===== src/rtl/gda_pkg.sv =====
package gda_pkg;

  // Operation codes carried in s_axis_tuser
  typedef enum logic [1:0] {
    FUNC_ADD  = 2'd0,
    FUNC_SUB  = 2'd1,
    FUNC_DIFF = 2'd2,
    FUNC_RSV  = 2'd3
  } func_t;

  // Datapath micro-operations
  typedef enum logic [3:0] {
    UOP_NOP,
    UOP_YBASE,
    UOP_IDXA,
    UOP_IDXB,
    UOP_OFFS,
    UOP_QEST,
    UOP_REM,
    UOP_YEAR,
    UOP_MONTH,
    UOP_DIFF,
    UOP_DONE
  } uop_t;

  // Jump conditions, evaluated after the step's operation
  typedef enum logic [1:0] {
    JC_NONE,
    JC_DIFF,
    JC_RSV,
    JC_ALWAYS
  } jcond_t;

  localparam int StepW = 4;

  // One microcode word
  typedef struct packed {
    uop_t             uop;
    logic             sel_second;
    jcond_t           jc;
    logic [StepW-1:0] target;
  } ctrl_t;

  localparam logic [11:0] YEAR_FIRST = 12'd1970;
  localparam logic [11:0] YEAR_LAST  = 12'd2099;
  // Day index of 1 January 2100
  localparam logic [15:0] RANGE_END  = 16'd47482;
  // Four-year group length and its reciprocal, exact for indexes below RANGE_END
  localparam logic [15:0] GROUP_DAYS = 16'd1461;
  localparam logic [15:0] RECIP_K    = 16'd45934;
  localparam int          RecipShift = 26;

  // Days before the first of month m
  function automatic logic [8:0] cum_days(input logic [3:0] m, input logic leap);
    logic [8:0] c;
    case (m)
      4'd2:    c = 9'd31;
      4'd3:    c = 9'd59;
      4'd4:    c = 9'd90;
      4'd5:    c = 9'd120;
      4'd6:    c = 9'd151;
      4'd7:    c = 9'd181;
      4'd8:    c = 9'd212;
      4'd9:    c = 9'd243;
      4'd10:   c = 9'd273;
      4'd11:   c = 9'd304;
      4'd12:   c = 9'd334;
      default: c = 9'd0;
    endcase
    if (leap && m > 4'd2) c = c + 9'd1;
    return c;
  endfunction

  // Length of month m, zero for a month code that means nothing
  function automatic logic [4:0] month_len(input logic [3:0] m, input logic leap);
    logic [4:0] n;
    case (m)
      4'd1, 4'd3, 4'd5, 4'd7, 4'd8, 4'd10, 4'd12: n = 5'd31;
      4'd4, 4'd6, 4'd9, 4'd11:                    n = 5'd30;
      4'd2:                                       n = leap ? 5'd29 : 5'd28;
      default:                                    n = 5'd0;
    endcase
    return n;
  endfunction

endpackage


===== src/rtl/gda_seq.sv =====
module gda_seq (
  input  logic              clk,
  input  logic              rst,
  input  logic              start,
  input  gda_pkg::func_t    func,
  input  logic              out_free,
  output gda_pkg::ctrl_t    ctrl,
  output logic              busy,
  output logic              finish
);

  logic [gda_pkg::StepW-1:0] step;
  gda_pkg::ctrl_t            cw;
  logic                      take_jump;

  // Microprogram: date-to-index for the first date, then add/subtract
  // and index-to-date, second date and difference, or end if reserved
  function automatic gda_pkg::ctrl_t urom(input logic [gda_pkg::StepW-1:0] s);
    gda_pkg::ctrl_t w;
    w.uop        = gda_pkg::UOP_NOP;
    w.sel_second = 1'b0;
    w.jc         = gda_pkg::JC_NONE;
    w.target     = '0;
    case (s)
      4'd0: w.uop = gda_pkg::UOP_YBASE;
      4'd1: begin
        w.uop    = gda_pkg::UOP_IDXA;
        w.jc     = gda_pkg::JC_DIFF;
        w.target = 4'd8;
      end
      4'd2: begin
        w.uop    = gda_pkg::UOP_OFFS;
        w.jc     = gda_pkg::JC_RSV;
        w.target = 4'd11;
      end
      4'd3: w.uop = gda_pkg::UOP_QEST;
      4'd4: w.uop = gda_pkg::UOP_REM;
      4'd5: w.uop = gda_pkg::UOP_YEAR;
      4'd6: begin
        w.uop    = gda_pkg::UOP_MONTH;
        w.jc     = gda_pkg::JC_ALWAYS;
        w.target = 4'd11;
      end
      4'd7: begin
        w.jc     = gda_pkg::JC_ALWAYS;
        w.target = 4'd11;
      end
      4'd8: begin
        w.uop        = gda_pkg::UOP_YBASE;
        w.sel_second = 1'b1;
      end
      4'd9: begin
        w.uop        = gda_pkg::UOP_IDXB;
        w.sel_second = 1'b1;
      end
      4'd10: w.uop = gda_pkg::UOP_DIFF;
      default: w.uop = gda_pkg::UOP_DONE;
    endcase
    return w;
  endfunction

  // Control word fetch and jump decision
  always_comb begin
    cw = urom(step);
    unique case (cw.jc)
      gda_pkg::JC_NONE:   take_jump = 1'b0;
      gda_pkg::JC_DIFF:   take_jump = (func == gda_pkg::FUNC_DIFF);
      gda_pkg::JC_RSV:    take_jump = (func == gda_pkg::FUNC_RSV);
      gda_pkg::JC_ALWAYS: take_jump = 1'b1;
      default:            take_jump = 1'b0;
    endcase
  end

  always_comb begin
    ctrl = cw;
    if (!busy) ctrl.uop = gda_pkg::UOP_NOP;
  end

  assign finish = busy && (cw.uop == gda_pkg::UOP_DONE) && out_free;

  // Step counter; the done step holds until the output register is free
  always_ff @(posedge clk) begin
    if (rst) begin
      busy <= 1'b0;
      step <= '0;
    end else if (start) begin
      busy <= 1'b1;
      step <= '0;
    end else if (busy) begin
      if (cw.uop == gda_pkg::UOP_DONE) begin
        if (out_free) busy <= 1'b0;
      end else begin
        step <= take_jump ? cw.target : step + 4'd1;
      end
    end
  end

endmodule


===== src/rtl/gda_datapath.sv =====
module gda_datapath (
  input  logic                clk,
  input  logic                load,
  input  logic [63:0]         in_data,
  input  gda_pkg::func_t      in_func,
  input  gda_pkg::ctrl_t      ctrl,
  output gda_pkg::func_t      func,
  output logic [4:0]          day,
  output logic [3:0]          month,
  output logic [11:0]         year,
  output logic signed [16:0]  diff
);

  // Operand registers
  logic [4:0]  fd, sd;
  logic [3:0]  fm, sm;
  logic [11:0] fy, sy;
  logic [15:0] off;

  // Working registers
  logic [15:0] tbase, a, b, r;
  logic [5:0]  g;
  logic [10:0] rem;
  logic [8:0]  doy;
  logic        leap;

  // Selected date for the conversion steps
  logic [4:0]  ds;
  logic [3:0]  ms;
  logic [11:0] ys;
  logic [11:0] ydiff;
  logic [7:0]  yo;
  logic [7:0]  yo1;
  logic [15:0] ymul;
  logic        leap_in, valid_in;
  logic [15:0] idx;

  logic [16:0] sum;
  logic [31:0] prod;
  logic [15:0] gmul, rdiff;
  logic [1:0]  yig;
  logic [10:0] ystart;
  logic [3:0]  mon;
  logic [8:0]  mstart;

  assign ds = ctrl.sel_second ? sd : fd;
  assign ms = ctrl.sel_second ? sm : fm;
  assign ys = ctrl.sel_second ? sy : fy;

  // Year base: days before 1 January of the selected year
  assign ydiff = ys - gda_pkg::YEAR_FIRST;
  assign yo    = ydiff[7:0];
  assign yo1   = yo + 8'd1;
  assign ymul  = {8'd0, yo} * 16'd365;

  // Validity and day index of the selected date
  assign leap_in  = (ys[1:0] == 2'b00);
  assign valid_in = (ys >= gda_pkg::YEAR_FIRST) && (ys <= gda_pkg::YEAR_LAST) &&
                    (ds != 5'd0) && (ds <= gda_pkg::month_len(ms, leap_in));
  assign idx = valid_in ?
               tbase + {7'd0, gda_pkg::cum_days(ms, leap_in)} + {11'd0, ds} - 16'd1 :
               16'd0;

  assign sum  = {1'b0, a} + {1'b0, off};
  assign prod = r * gda_pkg::RECIP_K;
  assign gmul = {10'd0, g} * gda_pkg::GROUP_DAYS;
  assign rdiff = r - gmul;

  // Year within a four-year group; the third year is the leap year
  always_comb begin
    if (rem < 11'd365) begin
      yig = 2'd0; ystart = 11'd0;
    end else if (rem < 11'd730) begin
      yig = 2'd1; ystart = 11'd365;
    end else if (rem < 11'd1096) begin
      yig = 2'd2; ystart = 11'd730;
    end else begin
      yig = 2'd3; ystart = 11'd1096;
    end
  end

  // Month search: independent compares against the month start table
  always_comb begin
    mon = 4'd1;
    for (int i = 2; i <= 12; i++) begin
      if (doy >= gda_pkg::cum_days(4'(i), leap)) mon = 4'(i);
    end
    mstart = gda_pkg::cum_days(mon, leap);
  end

  // Operand capture on the input beat
  always_ff @(posedge clk) begin
    if (load) begin
      func <= in_func;
      fd   <= in_data[4:0];
      fm   <= in_data[8:5];
      fy   <= in_data[20:9];
      off  <= in_data[36:21];
      sd   <= in_data[41:37];
      sm   <= in_data[45:42];
      sy   <= in_data[57:46];
    end
  end

  // Micro-operation execution
  always_ff @(posedge clk) begin
    unique case (ctrl.uop)
      gda_pkg::UOP_YBASE: tbase <= ymul + {10'd0, yo1[7:2]};
      gda_pkg::UOP_IDXA:  a <= idx;
      gda_pkg::UOP_IDXB:  b <= idx;
      gda_pkg::UOP_OFFS: begin
        if (func == gda_pkg::FUNC_SUB) begin
          r <= (off > a) ? 16'd0 : a - off;
        end else begin
          r <= (sum >= {1'b0, gda_pkg::RANGE_END}) ? 16'd0 : sum[15:0];
        end
      end
      gda_pkg::UOP_QEST:  g <= prod[31:gda_pkg::RecipShift];
      gda_pkg::UOP_REM:   rem <= rdiff[10:0];
      gda_pkg::UOP_YEAR: begin
        year <= gda_pkg::YEAR_FIRST + {4'd0, g, 2'b00} + {10'd0, yig};
        leap <= (yig == 2'd2);
        doy  <= 9'(rem - ystart);
      end
      gda_pkg::UOP_MONTH: begin
        month <= mon;
        day   <= 5'(doy - mstart + 9'd1);
      end
      gda_pkg::UOP_DIFF:  diff <= $signed({1'b0, a}) - $signed({1'b0, b});
      gda_pkg::UOP_NOP, gda_pkg::UOP_DONE: ;
      default: ;
    endcase
  end

endmodule


===== src/rtl/gregorian_date_arithmetic.sv =====
// Gregorian date arithmetic over 1 January 1970 to 31 December 2099.
// Input channel s_axis: tuser carries the operation (add, subtract,
// difference), tdata the two dates and the day offset. Output channel
// m_axis: one result beat per input beat, the result date for add and
// subtract, the signed day difference (first minus second) otherwise.
// Invalid or out-of-range dates become 1 January 1970.
// Each item runs through a microcoded sequencer, one control word per
// cycle while it is not held at its done step. Add and subtract run the
// longest microprogram, difference a shorter one and the reserved code
// the shortest.
// s_axis_tready is high while the sequencer is idle. A finished result sits
// in the output register, so the next item is taken while it waits; if the
// receiver stalls, the next item holds at its final step until the output
// register empties.
// Reset (rst, synchronous) empties the output register and idles the
// sequencer.
module gregorian_date_arithmetic (
  input  logic        clk,
  input  logic        rst,
  input  logic        s_axis_tvalid,
  output logic        s_axis_tready,
  // [4:0] first_day, [8:5] first_month, [20:9] first_year,
  // [36:21] offset_days, [41:37] second_day, [45:42] second_month,
  // [57:46] second_year, [63:58] zero
  input  logic [63:0] s_axis_tdata,
  // [1:0] func
  input  logic [1:0]  s_axis_tuser,
  output logic        m_axis_tvalid,
  input  logic        m_axis_tready,
  // [4:0] result_day, [8:5] result_month, [20:9] result_year,
  // [37:21] day_difference, [39:38] zero
  output logic [39:0] m_axis_tdata
);

  gda_pkg::ctrl_t     ctrl;
  gda_pkg::func_t     func;
  logic               busy, finish, start, out_free;
  logic [4:0]         day;
  logic [3:0]         month;
  logic [11:0]        year;
  logic signed [16:0] diff;

  logic [4:0]         result_day;
  logic [3:0]         result_month;
  logic [11:0]        result_year;
  logic [16:0]        day_difference;

  assign s_axis_tready = !busy;
  assign start         = s_axis_tvalid && s_axis_tready;
  assign out_free      = !m_axis_tvalid || m_axis_tready;

  gda_seq u_seq (
    .clk      (clk),
    .rst      (rst),
    .start    (start),
    .func     (func),
    .out_free (out_free),
    .ctrl     (ctrl),
    .busy     (busy),
    .finish   (finish)
  );

  gda_datapath u_dp (
    .clk     (clk),
    .load    (start),
    .in_data (s_axis_tdata),
    .in_func (gda_pkg::func_t'(s_axis_tuser)),
    .ctrl    (ctrl),
    .func    (func),
    .day     (day),
    .month   (month),
    .year    (year),
    .diff    (diff)
  );

  // Output register valid
  always_ff @(posedge clk) begin
    if (rst) begin
      m_axis_tvalid <= 1'b0;
    end else if (finish) begin
      m_axis_tvalid <= 1'b1;
    end else if (m_axis_tready) begin
      m_axis_tvalid <= 1'b0;
    end
  end

  // Output payload, fields not used by the operation are zero
  always_ff @(posedge clk) begin
    if (finish) begin
      case (func) inside
        gda_pkg::FUNC_ADD, gda_pkg::FUNC_SUB: begin
          result_day     <= day;
          result_month   <= month;
          result_year    <= year;
          day_difference <= 17'd0;
        end
        gda_pkg::FUNC_DIFF: begin
          result_day     <= 5'd0;
          result_month   <= 4'd0;
          result_year    <= 12'd0;
          day_difference <= diff;
        end
        default: begin
          result_day     <= 5'd0;
          result_month   <= 4'd0;
          result_year    <= 12'd0;
          day_difference <= 17'd0;
        end
      endcase
    end
  end

  assign m_axis_tdata = {2'b00, day_difference, result_year, result_month, result_day};

  // Sequencer is busy right after taking a beat
  a_busy_after_start: assert property (@(posedge clk) disable iff (rst)
    start |=> !s_axis_tready)
    else $error("sequencer not busy after input beat");

  // A result beat carries either a date or a difference, never both
  a_one_kind: assert property (@(posedge clk) disable iff (rst)
    m_axis_tvalid |-> (m_axis_tdata[20:0] == 21'd0 || m_axis_tdata[37:21] == 17'd0))
    else $error("result beat carries date and difference");

  // A result date has month 1 to 12, a nonzero day, a year in range
  a_date_range: assert property (@(posedge clk) disable iff (rst)
    (m_axis_tvalid && m_axis_tdata[8:5] != 4'd0) |->
      (m_axis_tdata[8:5] <= 4'd12 && m_axis_tdata[4:0] != 5'd0 &&
       m_axis_tdata[20:9] >= 12'd1970 && m_axis_tdata[20:9] <= 12'd2099))
    else $error("result date out of range");

  // A result appears only at the sequencer's final step
  a_result_from_finish: assert property (@(posedge clk) disable iff (rst)
    $rose(m_axis_tvalid) |-> $past(finish))
    else $error("result beat without finished item");

endmodule


===== config.mk =====
export PLATFORM = sky130hd
export DESIGN_NAME = gregorian_date_arithmetic
export DESIGN_NICKNAME = d
export VERILOG_FILES = /design/src/rtl/gda_pkg.sv /design/src/rtl/gda_seq.sv /design/src/rtl/gda_datapath.sv /design/src/rtl/gregorian_date_arithmetic.sv
export SDC_FILE = /design/constraint.sdc
export NUM_CORES = 1
export LEC_CHECK = 0
export ABC_AREA = 1
export BUFFER_PORTS_ARGS = -buffer_cell sky130_fd_sc_hd__buf_2
export CAP_MARGIN = 30
export CORE_MARGIN = 2
export CORE_UTILIZATION = 40
export CTS_BUF_LIST = sky130_fd_sc_hd__clkbuf_16
export DETAILED_ROUTE_END_ITERATION = 10
export GPL_ROUTABILITY_DRIVEN = 0
export REMOVE_ABC_BUFFERS = 1
export SYNTH_ARGS = -nofsm -noshare
export SYNTH_HDL_FRONTEND = slang
export SYNTH_SLANG_ARGS = --single-unit

===== constraint.sdc =====
create_clock -name clk -period 6.99 [get_ports clk]
set_input_delay 0.3495 -clock clk [delete_from_list [all_inputs] [get_ports clk]]
set_output_delay 0.3495 -clock clk [all_outputs]
set_load 0.05 [all_outputs]

==> impl_metrics.env <==
export IMPL_clk_pin_slew_worst_paths_ns=0.06
export IMPL_grt_max_degree=61
export IMPL_port_buffers=103
export IMPL_regToRegSetupSlack_ns=0.60
export IMPL_slowest_delay_ns=0.48
export IMPL_clkSinkCount=233
export IMPL_wl_mm=45.5
export IMPL_drv_slew=0
export IMPL_num_rows=85
export IMPL_diodes=0
export IMPL_clockBufferDepth=3
export IMPL_min_period_ns=6.39
export IMPL_wire_per_inst_um=14.4
export IMPL_r2r_end="u_dp.tbase[15]"
export IMPL_grt_pass1_vias=15700
export IMPL_io_pins=112
export IMPL_synth_area_mm2=0.0216
export IMPL_r2r_start="u_seq.step[1]"
export IMPL_p_leak_nw=11.8
export IMPL_critPathLaunch="u_seq.step[1]"
export IMPL_cts_tree="done"
export IMPL_critPathKind="register to register"
export IMPL_synth_edf_count=227
export IMPL_viasPerCell=4.83
export IMPL_p_per_area_mw_per_mm2=243
export IMPL_syn2layout_area_growth_pct=12.9
export IMPL_end_kind="register"
export IMPL_htreeDepth=1
export IMPL_critPathArrivalTime_ns=6.68
export IMPL_ys_flop_type="edfxtp_1"
export IMPL_drt_iter0_markers=704
export IMPL_synthArstFlopShare_pct=0
export IMPL_dr_pass1_iters=5
export IMPL_max_cap_viol_count=0
export IMPL_relSlewSlack_pct=40.8
export IMPL_slowest_stage="fa_1"
export IMPL_cts_root_buf="clkbuf_16"
export IMPL_ys_seq_area_share_pct=32.1
export IMPL_peakVddDrop_mv=0.196
export IMPL_max_freq_mhz=156
export IMPL_final_cell_count_no_fill=3166
export IMPL_cp_max_fo=10
export IMPL_worst_r2r_path_depth=38
export IMPL_die_width_um=236
export IMPL_worst_path_most_repeated_cell="inv_1"
export IMPL_timing_final_crit_share_pct=91.4
export IMPL_status="finished clean"
export IMPL_synth_area_per_cell_um2=9.51
export IMPL_initial_core_util_pct=40.3
export IMPL_clk_latency_ns=0.56
export IMPL_setup_violations_final=0
export IMPL_skew_ns=0.0210
export IMPL_dp_hpwl_mm=37.8
export IMPL_drive_gt1_share_pct=10.5
export IMPL_ys_seq_elements=233
export IMPL_dieArea_mm2=0.0558
export IMPL_synth_cells=2269
export IMPL_nNetsFinal=2993
export IMPL_gr_total_overflow=0
export IMPL_setup_tns_ns=0
export IMPL_grt_usage_pct=16.6
export IMPL_route_antenna_remaining_nets=0
export IMPL_cp_required_ns=7.28
export IMPL_hold_viol_final=0
export IMPL_cts_made_buffers=27
export IMPL_grt_pass1_wl_mm=76.1
export IMPL_crit_end="u_dp.tbase[15]"
export IMPL_die_h_um=236
export IMPL_vias=15300
export IMPL_startpoint_type="register"
export IMPL_hold_path_class="primary input to register"
export IMPL_coreArea_mm2=0.0536
export IMPL_yosysWarnings=0
export IMPL_worst_pin_slew_ns=0.889
export IMPL_drc_errors=0
export IMPL_place_inst=3061
export IMPL_grt_antenna_before_repair=1
export IMPL_rsz0062_at_grt="no"
export IMPL_power_mw=5.93
export IMPL_ys_types=65
## state kept, by name, indices dropped and copies added (netlist names), 4 cells and up
name and cells:
u_dp.diff 17, u_dp.r 16, u_dp.sd 5, u_dp.day 5, u_dp.month 4, u_seq.step 4, u_dp.tbase 16, result_day 5
result_year 12, u_dp.fd 5, day_difference 17, u_dp.g 6, u_dp.doy 9, u_dp.sm 4, u_dp.rem 11, u_dp.off 16
u_dp.year 12, u_dp.fm 4, result_month 4, u_dp.a 16, u_dp.sy 12, u_dp.fy 12, u_dp.b 16
## cells in the final DEF, fill, tap and decap left out, types with 11 or more instances in the layout
| cell | instances |
|---|---|
| edfxtp_1 | 227 |
| dlygate4sd3_1 | 56 |
| nand2_1 | 297 |
| inv_2 | 11 |
| o21bai_1 | 12 |
| fa_1 | 149 |
| o21ai_2 | 13 |
| o21ai_0 | 68 |
| nor2_2 | 12 |
| ha_1 | 324 |
| xor2_1 | 76 |
| xnor2_1 | 30 |
| a21oi_1 | 124 |
| clkbuf_16 | 27 |
| or2_2 | 23 |
| inv_1 | 500 |
| nor2_1 | 158 |
| nand3_1 | 59 |
| nand4_1 | 16 |
| buf_2 | 103 |
| buf_4 | 11 |
| nor3_1 | 24 |
## critical path, delay by kind of cell, from the launching register on
kind	cells	cell delay, ns
flops	1	0.36
buf+inv	10	0.86
simple gates	11	1.02
compound gates	5	0.66
fa+ha+maj	9	2.78
xor+xnor	3	0.44
## how the worst min path moves through the flow
stage                     startpoint       endpoint  slack (ns)  depth (start not counted)
floorplan                        rst  m_axis_tvalid        0.42                          1
global placement       m_axis_tvalid  m_axis_tvalid        0.50                          2
detailed placement     m_axis_tvalid  m_axis_tvalid        0.51                          2
CTS                 s_axis_tdata[34]   u_dp.off[13]       0.004                          1
global route        s_axis_tdata[34]   u_dp.off[13]       0.006                          1
finish              s_axis_tdata[31]   u_dp.off[10]        0.04                          1
## layer usage
layer	vias up	global-route usage (%)	share of wire [%]
met4	2	2.86	1.8
li1	7732	-	-
met2	297	30.2	50
met1	7204	21.1	44
met3	62	2.24	3.8
met5	-	0	0.024
## stage by stage
step	worst slack (ns)	hold WS, ns	area [um2]	utilization [%]
2_1_floorplan	0.909	0.419	21400	-
3_3_place_gp	0.600	0.495	22900	42.8
3_5_place_dp	0.434	0.509	22900	42.8
4_1_cts	0.421	0.00352	24300	45.4
5_1_grt	0.0665	0.00602	24400	45.5
6_report	0.599	0.0413	24400	45.5
## cell families after synthesis
kind of cell / after synthesis / share of synthesized area [%]
adder cells (fa/ha/maj): 473 / 32.6
flip-flops: 233 / 32.1
buffers and inverters: 534 / 9.64
XOR/XNOR: 106 / 4.30
multiplexers: 5 / 0.232
other: 1 / 0.0174
AO/OA/AOI/OAI: 287 / 8.22
AND/OR/NAND/NOR: 630 / 12.8
## where the power goes
group | internal, mW | switching [mW] | leakage, nW
registers | 1.72 | 0.0452 | 2.10
clock network | 0.746 | 0.591 | 0.412
logic | 1.16 | 1.67 | 9.25
total | 3.62 | 2.31 | 11.8
## synthesized netlist by cell type, drive strengths merged (15+ instances only)
cell type / number / share of area [%]
inv: 510 / 8.9
ha: 324 / 19
nand2: 306 / 5.4
edfxtp: 227 / 32
nor2: 175 / 3.3
fa: 149 / 14
a21oi: 132 / 3.2
o21ai: 84 / 2.2
xor2: 76 / 3.1
nand3: 62 / 1.5
xnor2: 30 / 1.2
nor3: 27 / 0.78
or2: 26 / 0.75
buf: 17 / 0.65
nand4: 16 / 0.46
o21bai: 15 / 0.64
## repair_timing
item / CTS / global route
gates resized for setup: 0 / 10
setup endpoints to repair: 0 / 2
hold buffers: 56 / 0
buffers inserted: 0 / 0
hold endpoints to repair: 57 / 0
## layout make-up
| class | count | area (um2) |
|---|---|---|
| sequential | 233 | 6940 |
| fill | 5139 | 29200 |
| timing repair buffer | 172 | 1180 |
| tap | 696 | 871 |
| clock buffer | 27 | 676 |
| clock inverter | 22 | 156 |
| multi-input combinational | 1503 | 12600 |
| inverter | 513 | 1930 |
Power figures use the tool's default switching activity.
